### config.mk
export PLATFORM = sky130hd
export DESIGN_NAME = character_lcd_write_sequencer
export DESIGN_NICKNAME = d
export VERILOG_FILES = /design/src/hdl/clws_pkg.sv /design/src/hdl/clws_dp.sv /design/src/hdl/clws_ctrl.sv /design/src/hdl/character_lcd_write_sequencer.sv
export SDC_FILE = /design/constraint.sdc
export NUM_CORES = 1
export LEC_CHECK = 0
export ABC_AREA = 0
export BUFFER_PORTS_ARGS = -buffer_cell sky130_fd_sc_hd__buf_2
export CAP_MARGIN = 10
export CORE_ASPECT_RATIO = 1.25
export CORE_MARGIN = 4
export CORE_UTILIZATION = 49
export DETAILED_ROUTE_END_ITERATION = 7
export PLACE_DENSITY = 0.8
export SYNTH_ARGS = -nofsm -noshare
export SYNTH_HDL_FRONTEND = slang
export SYNTH_HIERARCHICAL = 1
export SYNTH_SLANG_ARGS = --single-unit
### constraint.sdc
create_clock -name clk -period 13.6 [get_ports clk]
set_clock_uncertainty 0.1 [all_clocks]
set_input_delay 0.68 -clock clk [delete_from_list [all_inputs] [get_ports clk]]
set_output_delay 0.68 -clock clk [all_outputs]
set_load 0.01 [all_outputs]
### src/hdl/clws_pkg.sv
// ----------------------------------------------------------------------------
// clws_pkg
// Shared types, codes and tables of the character LCD write sequencer.
// ----------------------------------------------------------------------------
package clws_pkg;

  // Request codes (tuser of the input stream)
  typedef enum logic [2:0] {
    FN_CMD   = 3'd0,
    FN_DATA  = 3'd1,
    FN_GOTO  = 3'd2,
    FN_INIT  = 3'd3,
    FN_NUM   = 3'd4,
    FN_GLYPH = 3'd5
  } func_t;

  // Register indexes on the APB port
  localparam logic [1:0] REG_FOUR_BIT = 2'd0;
  localparam logic [1:0] REG_PULSE    = 2'd1;
  localparam logic [1:0] REG_SETTLE   = 2'd2;
  localparam logic [1:0] REG_POWERUP  = 2'd3;

  localparam logic       RST_FOUR_BIT = 1'b1;
  localparam logic [7:0] RST_PULSE    = 8'd1;
  localparam logic [7:0] RST_SETTLE   = 8'd5;
  localparam logic [7:0] RST_POWERUP  = 8'd100;

  localparam logic [7:0] CMD_FUNC_8BIT = 8'h38;
  localparam logic [7:0] CMD_HOME      = 8'h02;
  localparam logic [7:0] ASCII_ZERO    = 8'h30;

  localparam int NUM_DIGITS = 10;
  localparam int NUM_BITS   = 32;
  localparam int OUT_BITS   = 18;

  // Where the byte of one transfer comes from
  typedef enum logic [2:0] {
    SRC_BVAL  = 3'd0,
    SRC_GOTO  = 3'd1,
    SRC_SLOT  = 3'd2,
    SRC_CGRAM = 3'd3,
    SRC_PAT   = 3'd4,
    SRC_CONST = 3'd5,
    SRC_DIGIT = 3'd6
  } src_t;

  typedef struct packed {
    src_t       src;
    logic [7:0] cbyte;
    logic       rs;
    logic       last;
  } step_t;

  // controller -> datapath
  typedef struct packed {
    logic       load;
    logic       conv_shift;
    logic       scan_step;
    logic       digit_next;
    logic       emit;
    logic       emit_wait;
    src_t       src;
    logic [7:0] cbyte;
    logic       rs;
    logic [2:0] pat_idx;
    logic [1:0] ph;
    logic       last;
  } clws_cmd_t;

  // datapath -> controller
  typedef struct packed {
    logic four_bit;
    logic slot_small;
    logic lead_found;
    logic digit_last;
    logic out_free;
  } clws_stat_t;

  function automatic logic [7:0] row_base(input logic [1:0] r);
    logic [7:0] v;
    case (r)
      2'd0:    v = 8'h80;
      2'd1:    v = 8'hC0;
      2'd2:    v = 8'h94;
      default: v = 8'hD4;
    endcase
    return v;
  endfunction

  // 4-bit init command list; the 8-bit list is 0x38 then entries 3..6
  function automatic logic [7:0] init_byte(input logic [2:0] i);
    logic [7:0] v;
    case (i)
      3'd0:    v = 8'h33;
      3'd1:    v = 8'h32;
      3'd2:    v = 8'h28;
      3'd3:    v = 8'h0C;
      3'd4:    v = 8'h02;
      3'd5:    v = 8'h01;
      default: v = 8'h06;
    endcase
    return v;
  endfunction

  // Byte transfer number 'step' of a request
  function automatic step_t step_desc(input logic [2:0] fn, input logic four_bit,
                                      input logic slot_small, input logic [3:0] step);
    step_t d;
    logic [3:0] idx;
    d.src   = SRC_CONST;
    d.cbyte = 8'h00;
    d.rs    = 1'b0;
    d.last  = 1'b1;
    idx     = step + 4'd2;
    case (fn)
      FN_CMD:  d.src = SRC_BVAL;
      FN_DATA: begin
        d.src = SRC_BVAL;
        d.rs  = 1'b1;
      end
      FN_GOTO: d.src = SRC_GOTO;
      FN_INIT: begin
        if (four_bit) begin
          d.cbyte = init_byte(step[2:0]);
          d.last  = (step == 4'd6);
        end else begin
          d.cbyte = (step == 4'd0) ? CMD_FUNC_8BIT : init_byte(idx[2:0]);
          d.last  = (step == 4'd4);
        end
      end
      FN_NUM: begin
        d.src  = SRC_DIGIT;
        d.rs   = 1'b1;
        d.last = 1'b0;
      end
      FN_GLYPH: begin
        d.last = 1'b0;
        if (step == 4'd0) begin
          d.src = SRC_GOTO;
        end else if (step == 4'd1) begin
          d.src = SRC_SLOT;
          d.rs  = 1'b1;
        end else if (slot_small && step == 4'd2) begin
          d.src = SRC_CGRAM;
        end else if (slot_small && step >= 4'd3 && step <= 4'd10) begin
          d.src = SRC_PAT;
          d.rs  = 1'b1;
        end else begin
          d.cbyte = CMD_HOME;
          d.last  = 1'b1;
        end
      end
      default: d.last = 1'b1;
    endcase
    return d;
  endfunction

endpackage

### src/hdl/clws_dp.sv
// ----------------------------------------------------------------------------
// clws_dp
// Datapath: config registers, request latch, binary to BCD converter,
// byte select and phase output register.
// ----------------------------------------------------------------------------
module clws_dp import clws_pkg::*; (
  input  logic         clk,
  input  logic         rst,
  // APB
  input  logic         psel,
  input  logic         penable,
  input  logic         pwrite,
  input  logic [3:0]   paddr,
  input  logic [31:0]  pwdata,
  output logic [31:0]  prdata,
  // request fields
  input  logic [7:0]   in_bval,
  input  logic [1:0]   in_row,
  input  logic [5:0]   in_col,
  input  logic [31:0]  in_number,
  input  logic [63:0]  in_pat,
  input  logic [7:0]   in_slot,
  // phase output
  output logic         out_valid,
  input  logic         out_ready,
  output logic [OUT_BITS-1:0] out_data,
  output logic         out_last,
  // controller link
  input  clws_cmd_t    cmd,
  output clws_stat_t   stat
);

  logic       four_bit;
  logic [7:0] pulse_ms, settle_ms, powerup_ms;

  logic [7:0]  bval, slot;
  logic [1:0]  row;
  logic [5:0]  col;
  logic [63:0] pat;

  logic [NUM_BITS-1:0] bin;
  logic [3:0] bcd [NUM_DIGITS];
  logic [3:0] adj [NUM_DIGITS];
  logic [3:0] ptr;

  logic [7:0] b;
  logic [7:0] bus;
  logic       en;
  logic [7:0] hold;
  logic       wr;

  assign wr = psel && penable && pwrite;

  always_ff @(posedge clk) begin
    if (rst) begin
      four_bit   <= RST_FOUR_BIT;
      pulse_ms   <= RST_PULSE;
      settle_ms  <= RST_SETTLE;
      powerup_ms <= RST_POWERUP;
    end else if (wr) begin
      case (paddr[3:2])
        REG_FOUR_BIT: four_bit   <= pwdata[0];
        REG_PULSE:    pulse_ms   <= pwdata[7:0];
        REG_SETTLE:   settle_ms  <= pwdata[7:0];
        REG_POWERUP:  powerup_ms <= pwdata[7:0];
        default: ;
      endcase
    end
  end

  always_comb begin
    case (paddr[3:2])
      REG_FOUR_BIT: prdata = {31'd0, four_bit};
      REG_PULSE:    prdata = {24'd0, pulse_ms};
      REG_SETTLE:   prdata = {24'd0, settle_ms};
      REG_POWERUP:  prdata = {24'd0, powerup_ms};
      default:      prdata = 32'd0;
    endcase
  end

  // double dabble: add 3 to digits of 5 or more, then shift in the next bit
  always_comb begin
    for (int i = 0; i < NUM_DIGITS; i++) begin
      adj[i] = (bcd[i] >= 4'd5) ? bcd[i] + 4'd3 : bcd[i];
    end
  end

  always_ff @(posedge clk) begin
    if (cmd.load) begin
      bval <= in_bval;
      row  <= in_row;
      col  <= in_col;
      pat  <= in_pat;
      slot <= in_slot;
      bin  <= in_number;
      ptr  <= 4'(NUM_DIGITS - 1);
      for (int i = 0; i < NUM_DIGITS; i++) bcd[i] <= 4'd0;
    end else if (cmd.conv_shift) begin
      bin <= {bin[NUM_BITS-2:0], 1'b0};
      bcd[0] <= {adj[0][2:0], bin[NUM_BITS-1]};
      for (int i = 1; i < NUM_DIGITS; i++) bcd[i] <= {adj[i][2:0], adj[i-1][3]};
    end else if (cmd.scan_step || cmd.digit_next) begin
      ptr <= ptr - 4'd1;
    end
  end

  always_comb begin
    case (cmd.src)
      SRC_BVAL:  b = bval;
      SRC_GOTO:  b = row_base(row) + {2'b00, col};
      SRC_SLOT:  b = slot;
      SRC_CGRAM: b = {2'b01, slot[2:0], 3'b000};
      SRC_PAT:   b = pat[{cmd.pat_idx, 3'b000} +: 8];
      SRC_DIGIT: b = ASCII_ZERO | {4'h0, bcd[ptr]};
      default:   b = cmd.cbyte;
    endcase
  end

  // 4-bit: hi strobe, hi release, lo strobe, lo release
  always_comb begin
    if (four_bit) begin
      bus  = cmd.ph[1] ? {b[3:0], 4'h0} : {b[7:4], 4'h0};
      hold = cmd.ph[0] ? (cmd.ph[1] ? settle_ms : 8'd0) : pulse_ms;
    end else begin
      bus  = b;
      hold = cmd.ph[0] ? settle_ms : pulse_ms;
    end
    en = ~cmd.ph[0];
  end

  always_ff @(posedge clk) begin
    if (rst) begin
      out_valid <= 1'b0;
    end else if (cmd.emit || cmd.emit_wait) begin
      out_valid <= 1'b1;
    end else if (out_ready) begin
      out_valid <= 1'b0;
    end
  end

  always_ff @(posedge clk) begin
    if (cmd.emit_wait) begin
      out_data <= {powerup_ms, 1'b0, 8'h00, 1'b0};
      out_last <= 1'b0;
    end else if (cmd.emit) begin
      out_data <= {hold, en, bus, cmd.rs};
      out_last <= cmd.last;
    end
  end

  assign stat.four_bit   = four_bit;
  assign stat.slot_small = (slot < 8'd8);
  assign stat.lead_found = (bcd[ptr] != 4'd0) || (ptr == 4'd0);
  assign stat.digit_last = (ptr == 4'd0);
  assign stat.out_free   = ~out_valid | out_ready;

endmodule

### src/hdl/clws_ctrl.sv
// ----------------------------------------------------------------------------
// clws_ctrl
// Controller: walks the byte transfers and strobe phases of one request.
// ----------------------------------------------------------------------------
module clws_ctrl import clws_pkg::*; (
  input  logic        clk,
  input  logic        rst,
  input  logic        in_valid,
  output logic        in_ready,
  input  logic [2:0]  in_func,
  input  logic        in_neg,
  output clws_cmd_t   cmd,
  input  clws_stat_t  stat
);

  typedef enum logic [4:0] {
    ST_IDLE  = 5'b00001,
    ST_CONV  = 5'b00010,
    ST_SCAN  = 5'b00100,
    ST_WAIT  = 5'b01000,
    ST_PHASE = 5'b10000
  } state_t;

  state_t     state, state_next;
  logic [2:0] func, func_next;
  logic [3:0] step, step_next;
  logic [1:0] ph, ph_next;
  logic [4:0] conv_cnt, conv_cnt_next;

  step_t      d;
  logic       last_step;
  logic       final_ph;
  logic [3:0] pidx;

  assign in_ready = (state == ST_IDLE);

  always_comb begin
    d         = step_desc(func, stat.four_bit, stat.slot_small, step);
    last_step = d.last || (func == FN_NUM && stat.digit_last);
    final_ph  = stat.four_bit ? (ph == 2'd3) : (ph == 2'd1);
    pidx      = step - 4'd3;
  end

  always_comb begin
    state_next    = state;
    func_next     = func;
    step_next     = step;
    ph_next       = ph;
    conv_cnt_next = conv_cnt;

    cmd            = '0;
    cmd.src        = d.src;
    cmd.cbyte      = d.cbyte;
    cmd.rs         = d.rs;
    cmd.pat_idx    = pidx[2:0];
    cmd.ph         = ph;
    cmd.last       = last_step && final_ph;

    case (state)
      ST_IDLE: begin
        step_next     = 4'd0;
        ph_next       = 2'd0;
        conv_cnt_next = 5'd0;
        if (in_valid) begin
          cmd.load  = 1'b1;
          func_next = in_func;
          case (in_func)
            FN_CMD, FN_DATA, FN_GOTO, FN_GLYPH: state_next = ST_PHASE;
            FN_INIT: state_next = ST_WAIT;
            FN_NUM:  state_next = in_neg ? ST_IDLE : ST_CONV;
            default: state_next = ST_IDLE;
          endcase
        end
      end
      ST_CONV: begin
        cmd.conv_shift = 1'b1;
        conv_cnt_next  = conv_cnt + 5'd1;
        if (conv_cnt == 5'(NUM_BITS - 1)) state_next = ST_SCAN;
      end
      ST_SCAN: begin
        // drop leading zero digits, one per cycle
        if (stat.lead_found) state_next = ST_PHASE;
        else cmd.scan_step = 1'b1;
      end
      ST_WAIT: begin
        if (stat.out_free) begin
          cmd.emit_wait = 1'b1;
          state_next    = ST_PHASE;
        end
      end
      ST_PHASE: begin
        if (stat.out_free) begin
          cmd.emit = 1'b1;
          if (final_ph) begin
            ph_next = 2'd0;
            if (last_step) begin
              state_next = ST_IDLE;
            end else begin
              step_next      = step + 4'd1;
              cmd.digit_next = (func == FN_NUM);
            end
          end else begin
            ph_next = ph + 2'd1;
          end
        end
      end
      default: state_next = ST_IDLE;
    endcase
  end

  always_ff @(posedge clk) begin
    if (rst) begin
      state    <= ST_IDLE;
      func     <= FN_CMD;
      step     <= 4'd0;
      ph       <= 2'd0;
      conv_cnt <= 5'd0;
    end else begin
      state    <= state_next;
      func     <= func_next;
      step     <= step_next;
      ph       <= ph_next;
      conv_cnt <= conv_cnt_next;
    end
  end

endmodule

### src/hdl/character_lcd_write_sequencer.sv
// Flow: an accepted request goes to ST_PHASE, which registers each phase for the output;
//   an init request first passes ST_WAIT, a number request ST_CONV (binary to BCD) and ST_SCAN.
// Throughput: one phase per cycle while the sink is ready; one request at a time,
//   so a new request is taken only after the previous one emits its last phase (up to 48 phases).
// Reset: config registers return to 4-bit mode, 1/5/100 ms; controller idle,
//   output register empty.
// ----------------------------------------------------------------------------
// character_lcd_write_sequencer
// Expands LCD requests into timed register-select / bus / enable phases.
// ----------------------------------------------------------------------------
module character_lcd_write_sequencer import clws_pkg::*; (
  input  logic          clk,
  input  logic          rst,
  // request stream
  input  logic          s_axis_tvalid,
  output logic          s_axis_tready,
  // byte_value[7:0], row[9:8], column[15:10], number[47:16],
  // glyph_pattern[111:48], glyph_slot[119:112]
  input  logic [119:0]  s_axis_tdata,
  // func[2:0]
  input  logic [2:0]    s_axis_tuser,
  // phase stream
  output logic          m_axis_tvalid,
  input  logic          m_axis_tready,
  // select_data[0], bus_value[8:1], enable[9], hold_ms[17:10], zero[23:18]
  output logic [23:0]   m_axis_tdata,
  output logic          m_axis_tlast,
  // APB config
  input  logic          psel,
  input  logic          penable,
  input  logic          pwrite,
  input  logic [3:0]    paddr,
  input  logic [31:0]   pwdata,
  output logic [31:0]   prdata,
  output logic          pready
);

  clws_cmd_t  cmd;
  clws_stat_t stat;
  logic [OUT_BITS-1:0] out_data;

  assign pready = 1'b1;
  assign m_axis_tdata = {6'd0, out_data};

  clws_ctrl u_ctrl (
    .clk      (clk),
    .rst      (rst),
    .in_valid (s_axis_tvalid),
    .in_ready (s_axis_tready),
    .in_func  (s_axis_tuser),
    .in_neg   (s_axis_tdata[47]),
    .cmd      (cmd),
    .stat     (stat)
  );

  clws_dp u_dp (
    .clk       (clk),
    .rst       (rst),
    .psel      (psel),
    .penable   (penable),
    .pwrite    (pwrite),
    .paddr     (paddr),
    .pwdata    (pwdata),
    .prdata    (prdata),
    .in_bval   (s_axis_tdata[7:0]),
    .in_row    (s_axis_tdata[9:8]),
    .in_col    (s_axis_tdata[15:10]),
    .in_number (s_axis_tdata[47:16]),
    .in_pat    (s_axis_tdata[111:48]),
    .in_slot   (s_axis_tdata[119:112]),
    .out_valid (m_axis_tvalid),
    .out_ready (m_axis_tready),
    .out_data  (out_data),
    .out_last  (m_axis_tlast),
    .cmd       (cmd),
    .stat      (stat)
  );

endmodule

[Word level (Yosys, flattened, before mapping)]
Memories as Yosys holds them, arrays and structs flattened. A register that Yosys moved wholly into a read port is not among the register bits.
Cells that the tools add are included.
Storage, ports and cells
  flip-flop bits (word level): 188
  bits in writable memories: 40
  input bits: 166
  output and inout bits: 60
  word-level logic and storage cells: 248
  memories kept: 1
Memories
  u_dp.bcd: words 10, bits a word 4, rd ports 11, clocked after Yosys merged registers in 1, wr ports 10, RTL line clws_dp.sv:42  | logic [3:0] bcd [NUM_DIGITS];
Operators by class
  $add $sub $neg: 17
  magnitude comparators: 13
  eq/ne operators: 50
  shift operators: 1
  mux-type cells: 94
  bitwise logic cells: 14
  reduce and logical (&&, ||, !) cells: 38
Operators by type and width (count)
  one-hot mux 32 bit (4 select lines): 1
  2-to-1 mux 4 bit: 24
  2-to-1 mux 8 bit: 9
  one-hot mux 6 bit (6 select lines): 2
  2-to-1 mux 32 bit: 2
  indexed part select 64 x 7 -> 8 bit: 1
  one-hot mux 8 bit (6 select lines): 1
  greater-or-equal comparator 4 x 3 -> 1 bit (second input constant): 10
  adder 4 x 2 -> 4 bit (second input constant): 9
  2-to-1 mux 18 bit: 2
  2-to-1 mux 5 bit: 7
  equality test 3 x 2 -> 1 bit (second input constant): 10
  equality test 3 bit (second input constant): 10
  one-hot mux 5 bit (5 select lines): 1
  2-to-1 mux 1 bit: 23
  one-hot mux 7 bit (3 select lines): 1
  2-to-1 mux 10 bit: 2
  one-hot mux 8 bit (2 select lines): 1
  equality test 3 x 1 -> 1 bit (second input constant): 5
  zero test 3 bit: 5
  one-hot mux 5 bit (3 select lines): 1
  AND reduction 2 bit: 7
  2-to-1 mux 2 bit: 6
  2-to-1 mux 3 bit: 4
  other kinds (41): 83

[Longest topological paths before layout]
Gate-level depths: netlist (run 1).
  word-level depth: 17
  gate-level depth with buffers: 14
  gate-level depth less buffers: 12

[Cells and area by module]
Netlist (run 1), hierarchy kept.
Modules (own cells, without submodules)
  clws_dp: instances 1, cells an instance 788, area each 10121.0 um^2, sequential area each 5945.7 um^2
  clws_ctrl: instances 1, cells an instance 231, area each 1661.6 um^2, sequential area each 380.4 um^2
  character_lcd_write_sequencer: instances 1, cells an instance 9, area each 60.1 um^2, sequential area each 0.0 um^2

[Least setup slack after synthesis (run 1)]
OpenSTA, ideal clock, no wires.
  path kind: reg-to-reg
  start: reg u_ctrl.state[0]
  end: mem u_dp.bcd[0][0], enable pin
  arrival time: 4.374 ns
  required time: 13.101 ns
  slack: 8.727 ns
  cell stages (with the launch flop): 8
  path buffers: 2
  period minus slack after synthesis: 4.873 ns
  cell sequence: dfxtp_1 -> nor3b_2 -> and2_1 -> nand2_2 -> inv_1 -> clkbuf_1 -> clkbuf_1 -> or2_2
RTL lines
  start: declaration: RTL line clws_ctrl.sv:24  | state_t state, state_next;
  start signal: assignment: RTL line clws_ctrl.sv:119  | state <= state_next;
  end: declaration: RTL line clws_dp.sv:42

==> impl_metrics.json, run 1 <==
{
  "crit_buf_inv": 1,
  "clkSlewWorstSetupHoldPaths_ns": 0.07,
  "p_leak_nw": 5.32,
  "max-cap-violations": 0,
  "rows": 63,
  "fin_crit_ns": 4.43,
  "routedWlPerCell_um": 17.5,
  "cts_tree": "built",
  "worstPathRequired_ns": 13.90,
  "timing.rr.start": "u_ctrl/step[0]",
  "gp_congestion": 0.924,
  "io-pin-count": 226,
  "cts_root_buf": "clkbuf_16",
  "routed_wirelength_mm": 26.5,
  "ys_seq_area_share_pct": 53.4,
  "status": "complete, no violations",
  "rsz0062_at_grt": "no",
  "clock.fmax_mhz": 226,
  "firstDrtPassIters": 6,
  "syn_inst": 1028,
  "drive_gt1_share_pct": 24.6,
  "area_growth_pct": 13.7,
  "worstMarginPinSlew_ns": 1.10,
  "drt-vias-per-instance": 5.45,
  "synth.cell_area_um2": 11800,
  "clk_latency_ns": 0.51,
  "drt-initial-drc-count": 594,
  "synth_warnings": 6,
  "rrSetupSlack_ns": 9.17,
  "vias": 8273,
  "crit_family": "compound AO/OA/AOI/OAI gates",
  "slew_viol_final": 0,
  "io_buffers": 168,
  "cp.arrival_ns": 4.72,
  "hold_end": "u_dp/bval[3]",
  "finalSetupViolations": 0,
  "antenna_found_initial": 7,
  "maxSlewHeadroom_pct": 24.9,
  "ys_types": 76,
  "htree_levels": 1,
  "postCtsHoldBufs": 0,
  "post-cts-setup-buffers": 0,
  "overflow": 0,
  "core_um2": 23700,
  "place_area_um2": 12700,
  "clockBufferDepth": 3,
  "synth_seq_cells": 232,
  "dieArea_um2": 26700,
  "power_density_nw_per_um2": 129,
  "setup_tns_ns": 0,
  "grt_pass1_wl_mm": 41.1,
  "crit_path_frequent_cell": "a31oi_1",
  "hp-class": "in -> reg",
  "critPathSlowestCell": "a2111oi_0",
  "r2r-end": "u_dp/out_data[5]",
  "fillCellCount": 1926,
  "die_w_um": 147,
  "critical_path.max_fanout": 22,
  "yosys_most_used_dff": "edfxtp_1",
  "worstSetupEndpointType": "flop",
  "clkSinkCount": 232,
  "worstPathCellList": "inv_1, ha_1, nor2b_1, o22ai_1, o311ai_0, a41o_1, a2111oi_0, a31oi_1, a31oi_1, o31ai_2",
  "hold_violations": 0,
  "numCtsBuffers": 23,
  "crit_type": "reg -> reg",
  "postRouteAntennaNets": 0,
  "synth_edf_count": 168,
  "slowest_delay_ns": 0.98,
  "ir_drop_mv": 0.118,
  "stdcell_area_um2": 13500,
  "whs_path_depth": 1,
  "dpl.hpwl_mm": 18.6,
  "start_util_pct": 49.9,
  "async_flop_share_pct": 0,
  "fp.dieH_um": 182,
  "grt_usage_pct": 18.8,
  "syn_avg_cell_area_um2": 11.5,
  "cts_resized": 0,
  "grt_pass1_vias": 8125,
  "hold_path.startpoint": "s_axis_tdata[3]",
  "reg2reg_depth": 10,
  "grt_max_degree": 86,
  "finalCritPeriodShare_pct": 32.6,
  "drc_errors": 0,
  "critPathLaunchType": "flop",
  "nNetsFinal": 1367
}
report_power, final:
group	leakage [nW]	switching (W)	internal, W
Sequential	2.15	0.0000339	0.000837
Clock	0.355	0.000263	0.000369
Combinational	2.81	0.000135	0.000101
metrics by stage:
step	util (%)	hold WS [ns]	worst slack, ns	cells	power, W
after detailed placement	53.5	0.368	9.30	1469	0.00112
after global routing	56.7	0.215	8.82	1517	0.00181
after floorplan	-	0.332	8.73	1057	0.00104
after CTS	56.7	0.210	9.19	1510	0.00175
final	56.7	0.236	9.17	1517	0.00174
after global placement	53.5	0.357	9.33	1469	0.00111
layout make-up:
cell class                 instances  area, um^2  area share, %
clock inverter                    13         151           1.12
antenna                            7        17.5          0.130
tap                              325         407           3.02
multi-input combinational        686        4890           36.4
timing repair buffer             171         863           6.41
clock buffer                      28         594           4.41
inverter                          55         209           1.55
sequential                       232        6330           47.0
metal layers:
layer	share of wire [%]	GRT usage, %	routed length [um]
met5	0	0	0
met4	2.2	6.71	581
met3	6.2	2.82	1650
met2	53	34.4	14100
met1	38	22.3	10200
state kept, by name, summed over array words and instances, names as in the netlist, 2 cells and up, named ones only:
register,count
u_dp/pat,64
u_dp/bcd,40
u_dp/bin,32
u_dp/out_data,18
u_dp/bval,8
u_dp/powerup_ms,8
u_dp/pulse_ms,8
u_dp/settle_ms,8
u_dp/slot,8
u_dp/col,6
u_ctrl/conv_cnt,5
u_ctrl/state,5
u_ctrl/step,4
u_dp/ptr,4
u_ctrl/func,3
u_ctrl/ph,2
u_dp/row,2
worst max path at each step:
stage / start / to / slack [ns] / cells after the start
after detailed placement: u_ctrl/step[0] / u_dp/out_data[5] / 9.30 / 10
after global routing: u_ctrl/step[0] / u_dp/out_data[6] / 8.82 / 10
final: u_ctrl/step[0] / u_dp/out_data[5] / 9.17 / 10
after floorplan: u_ctrl/state[0] / u_dp/bcd[0][0] / 8.73 / 7
after CTS: u_ctrl/step[0] / u_dp/out_data[6] / 9.19 / 10
after global placement: u_ctrl/step[0] / u_dp/out_data[5] / 9.33 / 10
worst reg2reg max path, stage by stage, from the launching register on:
cell	delay (ns)
dfxtp_1	0.37
inv_1	0.73
ha_1	0.51
nor2b_1	0.09
o22ai_1	0.29
o311ai_0	0.23
a41o_1	0.60
a2111oi_0	0.98
a31oi_1	0.07
a31oi_1	0.26
o31ai_2	0.09
logic make-up (layout without fill, tap and decap cells):
group | after synthesis | count (layout) | synth area share, %
AO/OA/AOI/OAI | 192 | 192 | 11.0
XOR/XNOR | 26 | 26 | 1.92
AND/OR/NAND/NOR | 292 | 292 | 12.1
buffers and inverters | 139 | 267 | 6.22
other | 4 | 40 | 0.127
flip-flops | 232 | 232 | 53.4
adder cells (fa/ha/maj) | 32 | 32 | 3.38
multiplexers | 111 | 111 | 11.8
Yosys cell counts, types with 14 or more instances:
master / n / share of area [%]
a21oi_1: 61 / 2.6
buf_2: 14 / 0.59
buf_4: 40 / 2.5
clkbuf_1: 24 / 0.76
dfxtp_1: 64 / 11
edfxtp_1: 168 / 43
ha_1: 32 / 3.4
inv_1: 55 / 1.7
mux2_2: 51 / 4.8
mux2i_1: 42 / 3.5
mux4_2: 18 / 3.4
nand2_1: 62 / 2.0
nand2b_1: 25 / 1.3
nor2_1: 109 / 3.5
nor2b_1: 17 / 0.90
nor3_1: 18 / 0.76
o21ai_0: 34 / 1.4
xnor2_1: 14 / 1.0
cell usage in the layout, fill, tap and decap left out, drive strengths merged, types with 35 or more instances in the layout:
master,netlist,final
nand2,63,63
nor2,109,109
a21oi,61,61
inv,55,56
dfxtp,64,64
edfxtp,168,168
mux2,51,51
o21ai,35,35
mux2i,42,42
buf,59,171
Note: power is estimated with default switching activity, not from simulation.
==> run 2: changes to the inputs <==
PLACE_DENSITY = 0.83   (was 0.8)
clock period = 3.84 ns   (was 13.6 ns; I/O delays follow)
==> run 2 against run 1 <==
Effect of this change: register-to-register slack worse by 8.9 ns; sequential share of layout area decreased by 4.5 points; via count grew 12%; clock-buffer cell count rose by 1; maximum frequency rose by 23%; die area did not move; worst setup slack lost 8.9 ns; sequential power grew to 3.6 times the previous value; utilization increased by 6.0 points; worst hold slack got worse by 0.16 ns; routed wire length rose by 19%; highest routed layer unchanged.
==> impl_metrics.json, run 2 (synthesis results as in run 1) <==
{
  "clkSinkCount": 232,
  "critPathSlowestCell": "or4_1",
  "setup_ws_ns": 0.237,
  "use_met1_pct": 26.3,
  "io-pin-count": 226,
  "worstPathRequired_ns": 4.18,
  "crit_buf_inv": 1,
  "grt_max_degree": 127,
  "preCtsSetupSlack_ns": 0.437,
  "dieArea_um2": 26700,
  "grt_usage_pct": 22.7,
  "clockBufferDepth": 3,
  "numCtsBuffers": 23,
  "nNetsFinal": 1510,
  "io_buffers": 168,
  "p_sw_w": 0.00164,
  "core_um2": 23700,
  "start_util_pct": 49.9,
  "routed_wirelength_mm": 31.4,
  "cts_tree": "built",
  "finalCritPeriodShare_pct": 93.8,
  "gr-usage-met2_pct": 40.4,
  "timing.rr.start": "u_dp/slot[4]",
  "grt_pass1_vias": 9323,
  "clock.fmax_mhz": 278,
  "top_regs": "u_dp/pat: 64 flops, u_dp/bcd: 40 flops, u_dp/bin: 32 flops",
  "grt_pass1_wl_mm": 48.8,
  "combPwrFrac_pct": 15.2,
  "slowest_delay_ns": 0.51,
  "largest_reg_flops": 64,
  "area_growth_pct": 25.8,
  "busiest_layer": "met2",
  "crit_family": "compound AO/OA/AOI/OAI gates",
  "multi_input_area_um2": 4890,
  "stdcell_area_um2": 14900,
  "dpl.hpwl_mm": 18.9,
  "die_w_um": 147,
  "crit_path_frequent_cell": "o211ai_1",
  "drt-vias-per-instance": 5.62,
  "postRouteAntennaNets": 0,
  "crit_type": "reg -> reg",
  "setup_tns_ns": 0,
  "overflow": 0,
  "largest-register": "u_dp/pat",
  "status": "complete, no violations",
  "clkPwrFrac_pct": 36.3,
  "p_leak_nw": 5.93,
  "clk_latency_ns": 0.52,
  "cts_resized": 0,
  "seq_area_um2": 6330,
  "slew_viol_final": 0,
  "critical_path.max_fanout": 21,
  "swShare_pct": 25.6,
  "fillCellCount": 1727,
  "maxSlewHeadroom_pct": 34.1,
  "vias": 9300,
  "rows": 63,
  "worstSetupStartpoint": "u_dp/slot[4]",
  "finalSetupViolations": 0,
  "place_area_um2": 12800,
  "antenna_found_initial": 3,
  "drt-initial-drc-count": 889,
  "cts_root_buf": "clkbuf_16",
  "worstSetupEndpointType": "flop",
  "post-route-util_pct": 62.8,
  "worstPathCellList": "or4_1, nor2_1, o311ai_0, a41o_1, buf_4, nor3b_2, o221ai_1, o211ai_1, a32oi_1, o211ai_1",
  "post-cts-setup-buffers": 0,
  "drc_errors": 0,
  "fin_crit_ns": 3.60,
  "hold_violations": 0,
  "critPathLaunchType": "flop",
  "routedWlPerCell_um": 19.0,
  "worstMarginPinSlew_ns": 0.988,
  "grt_util_met3_pct": 3.17,
  "gp_congestion": 0.878,
  "cp.arrival_ns": 3.94,
  "fp.dieH_um": 182,
  "pwr-share-seq_pct": 48.5,
  "htree_levels": 1,
  "rsz0062_at_grt": "no",
  "clkSlewWorstSetupHoldPaths_ns": 0.06,
  "ir_drop_mv": 0.433,
  "firstDrtPassIters": 7,
  "hold_path.startpoint": "m_axis_tready",
  "internal_power_w": 0.00476,
  "drive_gt1_share_pct": 22.7,
  "layout_common_cells": "buf_2, edfxtp_1, dlygate4sd3_1",
  "power_density_nw_per_um2": 430,
  "max-cap-violations": 0,
  "hp-class": "in -> reg"
}
run 2: stage by stage:
step	hold WS (ns)	instances	power [W]
3_5_place_dp	0.270	1476	0.00396
6_report	0.0728	1656	0.00640
3_3_place_gp	0.270	1476	0.00393
2_1_floorplan	0.191	1057	0.00370
4_1_cts	0.0390	1653	0.00635
5_1_grt	0.0841	1656	0.00664
run 2: per-layer routing:
layer  wire [um]  up-vias
met3        2140      132
met5           0        -
met1       11400     4432
li1            -     4256
met4        1820        0
met2       16100      480
run 2: worst paths after layout:
| check | to | slack (ns) | cells after the start |
|---|---|---|---|
| min | u_dp/out_valid | 0.07 | 3 |
| max | u_dp/out_data[7] | 0.24 | 10 |
| max reg2reg | u_dp/out_data[7] | 0.24 | 10 |
| min reg2reg | u_dp/out_data[9] | 0.37 | 1 |
run 2: cell type report:
type	count	area share [%]
antenna	3	0.0504
inverter	55	1.41
clock buffer	29	4.15
tap	325	2.73
clock inverter	12	0.941
multi-input combinational	686	32.9
timing repair buffer	314	15.4
sequential	232	42.5
run 2: power groups by stage:
stage	registers, W	clock network, W	logic, W
after floorplan	0.00312	0	0.000579
after CTS	0.00309	0.00232	0.000948
after global routing	0.00312	0.00247	0.00106
after global placement	0.00312	0	0.000805
final	0.00310	0.00233	0.000973
after detailed placement	0.00314	0	0.000826
run 2: what timing repair did:
action                     in CTS  in global routing
hold endpoints to repair      152                  0
hold buffers                  136                  0
setup endpoints to repair       0                  0
run 2: worst register-to-register path: stages, from the launching register on:
cell	delay, ns
edfxtp_1	0.42
or4_1	0.51
nor2_1	0.34
o311ai_0	0.26
a41o_1	0.30
buf_4	0.20
nor3b_2	0.46
o221ai_1	0.33
o211ai_1	0.27
a32oi_1	0.14
o211ai_1	0.20
==> run 3: changes to the inputs <==
CORE_ASPECT_RATIO = 0.5   (was 1.25)
CORE_UTILIZATION = 51   (was 49)
PLACE_DENSITY = default   (was 0.83)
PLACE_DENSITY_LB_ADDON = 0.05   (was default)
==> run 3 against run 2 <==
Effect of this change: clock power about the same; global-route usage decreased by 0.14 points; via count decreased by 4.2%; combinational power increased by 0.5%; routed wire length decreased by 5.7%; die area decreased by 3.2%; register-to-register slack improved by 0.13 ns; utilization increased by 2.6 points; clock-buffer cell count decreased by 2; maximum frequency increased by 3.8%; final cell count decreased by 0.66%.
==> impl_metrics.json, run 3 (synthesis results as in run 1) <==
{
  "start_util_pct": 51.9,
  "status": "complete, no violations",
  "worstPathCellList": "ha_1, nor2b_1, o22ai_1, o311ai_0, a41o_1, buf_4, nor3b_2, o21ai_0, nor3_1, o31ai_1, o31ai_2",
  "io-pin-count": 226,
  "hold_violations": 0,
  "area_growth_pct": 26.1,
  "firstDrtPassIters": 6,
  "core_um2": 22800,
  "cp.arrival_ns": 3.80,
  "fp.dieH_um": 116,
  "grt_usage_pct": 22.5,
  "finalSetupViolations": 0,
  "p_leak_nw": 5.97,
  "largest_reg_flops": 64,
  "ir_drop_mv": 0.329,
  "rsz0062_at_grt": "no",
  "finalCritPeriodShare_pct": 90.4,
  "routedWlPerCell_um": 18.0,
  "nNetsFinal": 1515,
  "gr-usage-met2_pct": 38.3,
  "hold_end": "u_dp/out_valid",
  "gp_congestion": 0.854,
  "placed_cells": 1466,
  "cts_tree": "built",
  "top_regs": "u_dp/pat: 64 flops, u_dp/bcd: 40 flops, u_dp/bin: 32 flops",
  "drc_errors": 0,
  "grt_pass1_vias": 8746,
  "maxSlewHeadroom_pct": 41.3,
  "vias": 8910,
  "use_met1_pct": 31.0,
  "drt-initial-drc-count": 744,
  "drive_gt1_share_pct": 23.3,
  "slew_viol_final": 0,
  "clock.fmax_mhz": 288,
  "drt-vias-per-instance": 5.42,
  "timing.rr.start": "u_ctrl/step[1]",
  "dpl.hpwl_mm": 19.3,
  "max-cap-violations": 0,
  "crit_type": "reg -> reg",
  "fillCellCount": 1732,
  "rrSetupSlack_ns": 0.37,
  "post-cts-setup-buffers": 0,
  "slowest_delay_ns": 0.48,
  "antenna_found_initial": 3,
  "clkSlewWorstSetupHoldPaths_ns": 0.07,
  "largest-register": "u_dp/pat",
  "setup_tns_ns": 0,
  "critPathSlowestCell": "dfxtp_1",
  "clkSinkCount": 232,
  "critPathLaunchType": "flop",
  "worstMarginPinSlew_ns": 0.880,
  "overflow": 0,
  "critical_path.max_fanout": 11,
  "hp-class": "in -> reg",
  "power_density_nw_per_um2": 426,
  "io_buffers": 168,
  "dieArea_um2": 25900,
  "hold_path.startpoint": "m_axis_tready",
  "fin_cells": 1645,
  "layout_common_cells": "buf_2, edfxtp_1, dlygate4sd3_1",
  "busiest_layer": "met2",
  "r2r-end": "u_dp/out_data[5]",
  "fin_crit_ns": 3.47,
  "cts_resized": 0,
  "die_w_um": 224,
  "reg2reg_depth": 11,
  "cts_root_buf": "clkbuf_16",
  "numCtsBuffers": 22,
  "grt_max_degree": 94,
  "postRouteAntennaNets": 0,
  "postCtsHoldBufs": 134,
  "clockBufferDepth": 3,
  "grt_util_met3_pct": 3.77,
  "htree_levels": 1,
  "routed_wirelength_mm": 29.7,
  "worstPathRequired_ns": 4.17,
  "worstSetupEndpointType": "flop",
  "whs_path_depth": 3,
  "grt_pass1_wl_mm": 46.7,
  "clk_latency_ns": 0.52,
  "rows": 39
}
[run 3: area by class of cell]
class	instances	area, um^2	area share (%)
sequential	232	6330	42.3
antenna	5	12.5	0.0838
tap	307	384	2.57
inverter	55	210	1.41
clock buffer	27	611	4.09
multi-input combinational	686	4890	32.8
timing repair buffer	320	2350	15.8
clock inverter	13	145	0.972
[run 3: worst max path at each step]
stage	cells past startpoint	end	slack [ns]	start
2_1_floorplan	7	u_dp/bcd[0][0]	0.16	u_ctrl/state[0]
3_3_place_gp	11	u_dp/out_data[4]	0.48	u_dp/slot[5]
3_5_place_dp	12	u_dp/out_data[5]	0.40	u_ctrl/step[0]
4_1_cts	11	u_dp/out_data[5]	0.37	u_ctrl/step[1]
5_1_grt	11	u_dp/out_data[7]	0.15	u_dp/slot[5]
6_report	11	u_dp/out_data[5]	0.37	u_ctrl/step[1]
[run 3: critical path: cells and delay by family, from the launching register on]
kind | cells | cell delay [ns]
buf+inv | 1 | 0.20
compound gates | 6 | 1.39
fa+ha+maj | 1 | 0.41
simple gates | 3 | 0.79
flops | 1 | 0.48
[run 3: per-stage QoR]
| stage | power (W) | hold slack [ns] | setup WS, ns | cell area [um^2] | utilization (%) |
|---|---|---|---|---|---|
| detailed placement | 0.00398 | 0.270 | 0.400 | 12800 | 56.2 |
| floorplan | 0.00370 | 0.191 | 0.160 | 12000 | - |
| finish | 0.00636 | 0.0623 | 0.370 | 14900 | 65.4 |
| global route | 0.00665 | 0.104 | 0.155 | 14900 | 65.4 |
| CTS | 0.00640 | 0.0397 | 0.366 | 14900 | 65.4 |
| global placement | 0.00396 | 0.269 | 0.475 | 12800 | 56.2 |
[run 3: report_power, final]
part | switching [W] | leakage, nW | total, W | internal, W
combinational | 0.000515 | 3.45 | 0.000978 | 0.000463
clock | 0.000965 | 0.366 | 0.00230 | 0.00134
sequential | 0.000121 | 2.15 | 0.00308 | 0.00296
[run 3: layer usage]
metal / vias to the layer above / wire [um] / share of wire (%)
met5: - / 0 / 0
met4: 0 / 505 / 1.7
met3: 43 / 1720 / 5.8
met2: 288 / 14100 / 48
met1: 4312 / 13300 / 45
li1: 4267 / - / -
